==> config.mk <==
export PLATFORM = sky130hd
export DESIGN_NAME = ihp_ram
export DESIGN_NICKNAME = d
export VERILOG_FILES = /design/src/ihp_ram.sv
export SDC_FILE = /design/constraint.sdc
export NUM_CORES = 2
export LEC_CHECK = 0
export BUFFER_PORTS_ARGS = -buffer_cell sky130_fd_sc_hd__buf_2
export CORE_AREA = 2 2 391 354
export CTS_BUF_LIST = sky130_fd_sc_hd__clkbuf_4 sky130_fd_sc_hd__clkbuf_8
export CTS_CLUSTER_DIAMETER = 200
export CTS_CLUSTER_SIZE = 24
export DETAILED_ROUTE_END_ITERATION = 10
export DIE_AREA = 0 0 393 356
export PLACE_DENSITY = 0.74
export SETUP_SLACK_MARGIN = 0.5
export SYNTH_ARGS = -nofsm -noshare
export SYNTH_HDL_FRONTEND = slang
export SYNTH_SLANG_ARGS = --single-unit
==> constraint.sdc <==
create_clock -name clk -period 3.7 [get_ports clk]
set_input_delay 0.185 -clock clk [delete_from_list [all_inputs] [get_ports clk]]
set_output_delay 0.185 -clock clk [all_outputs]
set_load 0.01 [all_outputs]
==> src/ihp_ram.sv <==
`timescale 1ns / 1ps

module ihp_ram #(
  parameter int W     = 8,
  parameter int DEPTH = 256
) (
  input  logic                     clk,
  input  logic                     we,
  input  logic [$clog2(DEPTH)-1:0] waddr,
  input  logic [W-1:0]             wdata,
  input  logic                     re,
  input  logic [$clog2(DEPTH)-1:0] raddr,
  output logic [W-1:0]             rdata
);

  logic [W-1:0] mem [DEPTH];

  always_ff @(posedge clk) begin
    if (we) begin
      mem[waddr] <= wdata;
    end
    if (re) begin
      rdata <= mem[raddr];
    end
  end

endmodule

Yosys cells after proc, flatten, opt, wreduce, memory -nomap -nowiden
Memory sizes are Yosys's and may differ from the RTL's. A register that Yosys moved wholly into a read port is not among the register bits. Cells that the tools add are included.

Divide/modulo/power cells: 0. Equality and inequality tests: 0. Shifts and indexed selects: 0. Bitwise operators: 0. $mul: 0. Reductions and logical operators: 0. Magnitude comparators: 0. Muxes and demuxes: 2. $add $sub $neg: 0.

Operators by type and width (number): 1-bit two-way mux (2).

Bits in read-only memories: 0. Flip-flop bits (word level): 0. Output and inout port bits: 8. Input bits: 27. Bits in writable memories: 2048. Memories kept: 1. Latch bits: 0.

Memories: mem (depth 256, bits a word 8, read ports 1, clocked after Yosys merged registers in 1, write ports 1, RTL line 16) `logic [W-1:0] mem [DEPTH];`.

Longest topological paths before layout
Word-level depth: 2. Gate-level depth with buffers: 11. Gate-level depth less buffers: 6.

Worst setup path before layout
No wires, ideal clock.

Kind: input to register. From: in raddr[0]. To: reg rdata[2] (read register of mem) (data pin). Slack: 1439 ps. Library setup time: 269 ps. Data required time: 3431 ps. Arrival time: 1992 ps. Path buffers: 4. Stages: 9. Cells stage by stage: buf_6 buf_12 buf_8 buf_2 mux4_2 a22oi_1 a21oi_1 nor4_1 nor4_2.

RTL lines: from (decl) (RTL line 12) `input logic [$clog2(DEPTH)-1:0] raddr,`; to (decl) (RTL line 13) `output logic [W-1:0] rdata`.

==> flow_summary.toml <==
[outcome]
status = "complete, no violations"

[synth]
yosysTopAreaCell = "edfxtp_1"
seq_area_frac_synth = 0.775
ys.flop_type = "edfxtp_1"
netlist_area_sq_um = 79600
synthesis.nets = 3760
synth-async-reset-ratio = 0
synth_edf_count = 2056
synth_top_cell_area_share = 0.775
yosys.cell_count.top_type = "edfxtp_1"
synth.area.top_cells = "edfxtp_1 78%, mux4_2 13%, mux2i_1 1.7%, nor2_1 1.3%, a22oi_1 1.3%"
ys_seq_elements = 2056
yosysUniqueCellTypes = 54
syn-instance-count = 3733
synth_common_cells = "2056 x edfxtp_1, 454 x mux4_2, 282 x nor2_1"
yosysWarnings = 0
syn_avg_cell_area_sq_um = 21.3

[pwr]
p_leak_uw = 0.0258
cellPowerDensity_nw_per_um2 = 435
total_power_uw = 36900
peakVddDrop_v = 0.000372

[timing]
tightest_slew_ns = 1.26
setup_tns_ns = 0
max_freq_mhz = 326
worst_clock_skew_ns = 0.0524
period_share = 0.830
setup_viol = 0
rsz0062_at_grt = "false"
relSlewSlack = 0.151
drv_slew = 0
period_minus_slack_ns = 3.07
final_hold_viol_count = 0

[global_route]
grt_max_degree = 164
grt_use_total = 0.272
grt_pass1_vias = 38500
antenna_found_initial = 13
grt_pass1_wl_microns = 272000
gr-total-overflow = 0

[critical_path]
worstPathRequired_ns = 4.31
path_max_fanout = 1
critPathSlowestCell = "nor4_1"
timing.critical_path.buf_inv = 0
cp_top_family = "simple AND/OR/NAND/NOR gates"
setup.worst_path.end_class = "flop"
cp_cell_sequence = "mux4_2 -> mux4_2 -> nor2b_1 -> nor4_1 -> nor4_1"
path_class = "flop to flop"
cp_slowest_stage_delay_ns = 1.05
start_kind = "flop"
cp_data_arrival_time_ns = 3.68

[cells_and_area]
drive_gt1_frac = 0.230
nets = 3962
multiInputGateArea_sq_um = 16500
utilization = 0.623
nFillCells = 9063
area_growth_pct = 6.64
seqCellArea_sq_um = 61700

[drt]
vias = 39300
drtIter0Drc = 6105
ant_nets = 0
wirelength_microns = 188000
first_pass_iters = 6
viasPerCell = 6.80
wl_per_cell_microns = 32.6
drcViolationCount = 0

[clock_network]
htree_levels = 3
clock_latency_ns = 0.90
numCtsBuffers = 95
clk_root_buffer_cell = "clkbuf_8"
cts_tree = "built"
clk_pin_slew_ns = 0.14
cts_sinks = 2056
cts_buffer_depth = 3

[floorplan]
initial_core_util = 0.584
io_pins = 35
chipHeight_microns = 356
die_w_microns = 393
die-area_sq_um = 140000
rows = 129
fp.coreArea_sq_um = 136000

[placement]
place_congestion = 0.887
dp_hpwl_microns = 119000
port_buffers = 34

[min_path]
hold_class = "input port to flop"

[run]
cap_violations = 0
## timing repair
action                     CTS  global route
hold buffers                14             0
hold endpoints to repair   628             0
setup buffers                0             0
setup endpoints to repair    1             1
resized for setup            1             1
## layout by cell type (no fill, tap or decap), drive strengths merged, types with 8 or more instances in the layout
cell,count
edfxtp,2056
mux4,456
buf,320
nor2,282
mux2i,134
a22oi,133
clkbuf,100
a21oi,96
o221ai,47
nand3,34
nand2,33
nor2b,31
o22ai,28
nor4,27
nor3,22
a211oi,16
dlygate4sd3,14
a221oi,14
o21ai,12
nand4,10
o211ai,10
nand2b,8
a22o,8
## layout make-up
class | count | share of cell area
Sequential cell | 2056 | 0.727
Antenna cell | 5 | 0.000147
Inverter | 2 | 0.0000884
Timing Repair Buffer | 338 | 0.0349
Clock buffer | 96 | 0.0156
Multi-Input combinational cell | 1442 | 0.195
Tap cell | 1834 | 0.0270
Clock inverter | 7 | 0.000707
## cell families after synthesis
group,synth area share
AND/OR/NAND/NOR,0.0263
flip-flops,0.775
multiplexers,0.146
AO/OA/AOI/OAI,0.0342
buffers and inverters,0.0183
## flip-flops by register name (all words and copies together) (netlist names)
| signal | cells |
|---|---|
| rdata | 8 |
| mem | 2048 |
## layer usage
metal,up-vias,routed length (microns),GRT usage
li1,15900,-,-
met1,20600,72400,0.418
met2,2543,87600,0.412
met3,273,23300,0.0552
met4,6,4860,0.0615
met5,-,34,0
## stage by stage
| stage | setup slack [ns] | hold WS (ns) | instances | cell area [sq um] |
|---|---|---|---|---|
| 5_1_grt | 0.616 | 0.119 | 5779 | 84900 |
| 3_5_place_dp | -0.218 | 0.555 | 5656 | 83400 |
| 3_3_place_gp | -0.172 | 0.545 | 5655 | 83400 |
| 6_report | 0.629 | 0.0901 | 5780 | 84900 |
| 4_1_cts | 0.543 | 0.0652 | 5773 | 84900 |
| 2_1_floorplan | 1.44 | 0.284 | 3733 | 79600 |
## report_power, final
group,switching [uW],internal [uW]
clock network,6430,2390
logic,1530,852
registers,47.3,25700
total,8010,28900
## worst paths after layout
check | from | end | slack [ns] | cells past startpoint
setup reg to reg | mem[86][1]$_DFFE_PP_ | rdata[1]$_DFFE_PP_ | 0.63 | 5
setup / recovery | mem[86][1]$_DFFE_PP_ | rdata[1]$_DFFE_PP_ | 0.63 | 5
hold / removal | wdata[6] | mem[68][6]$_DFFE_PP_ | 0.09 | 1
hold reg to reg | mem[52][3]$_DFFE_PP_ | rdata[3]$_DFFE_PP_ | 1.19 | 5
(Power assumes the default switching activity.)
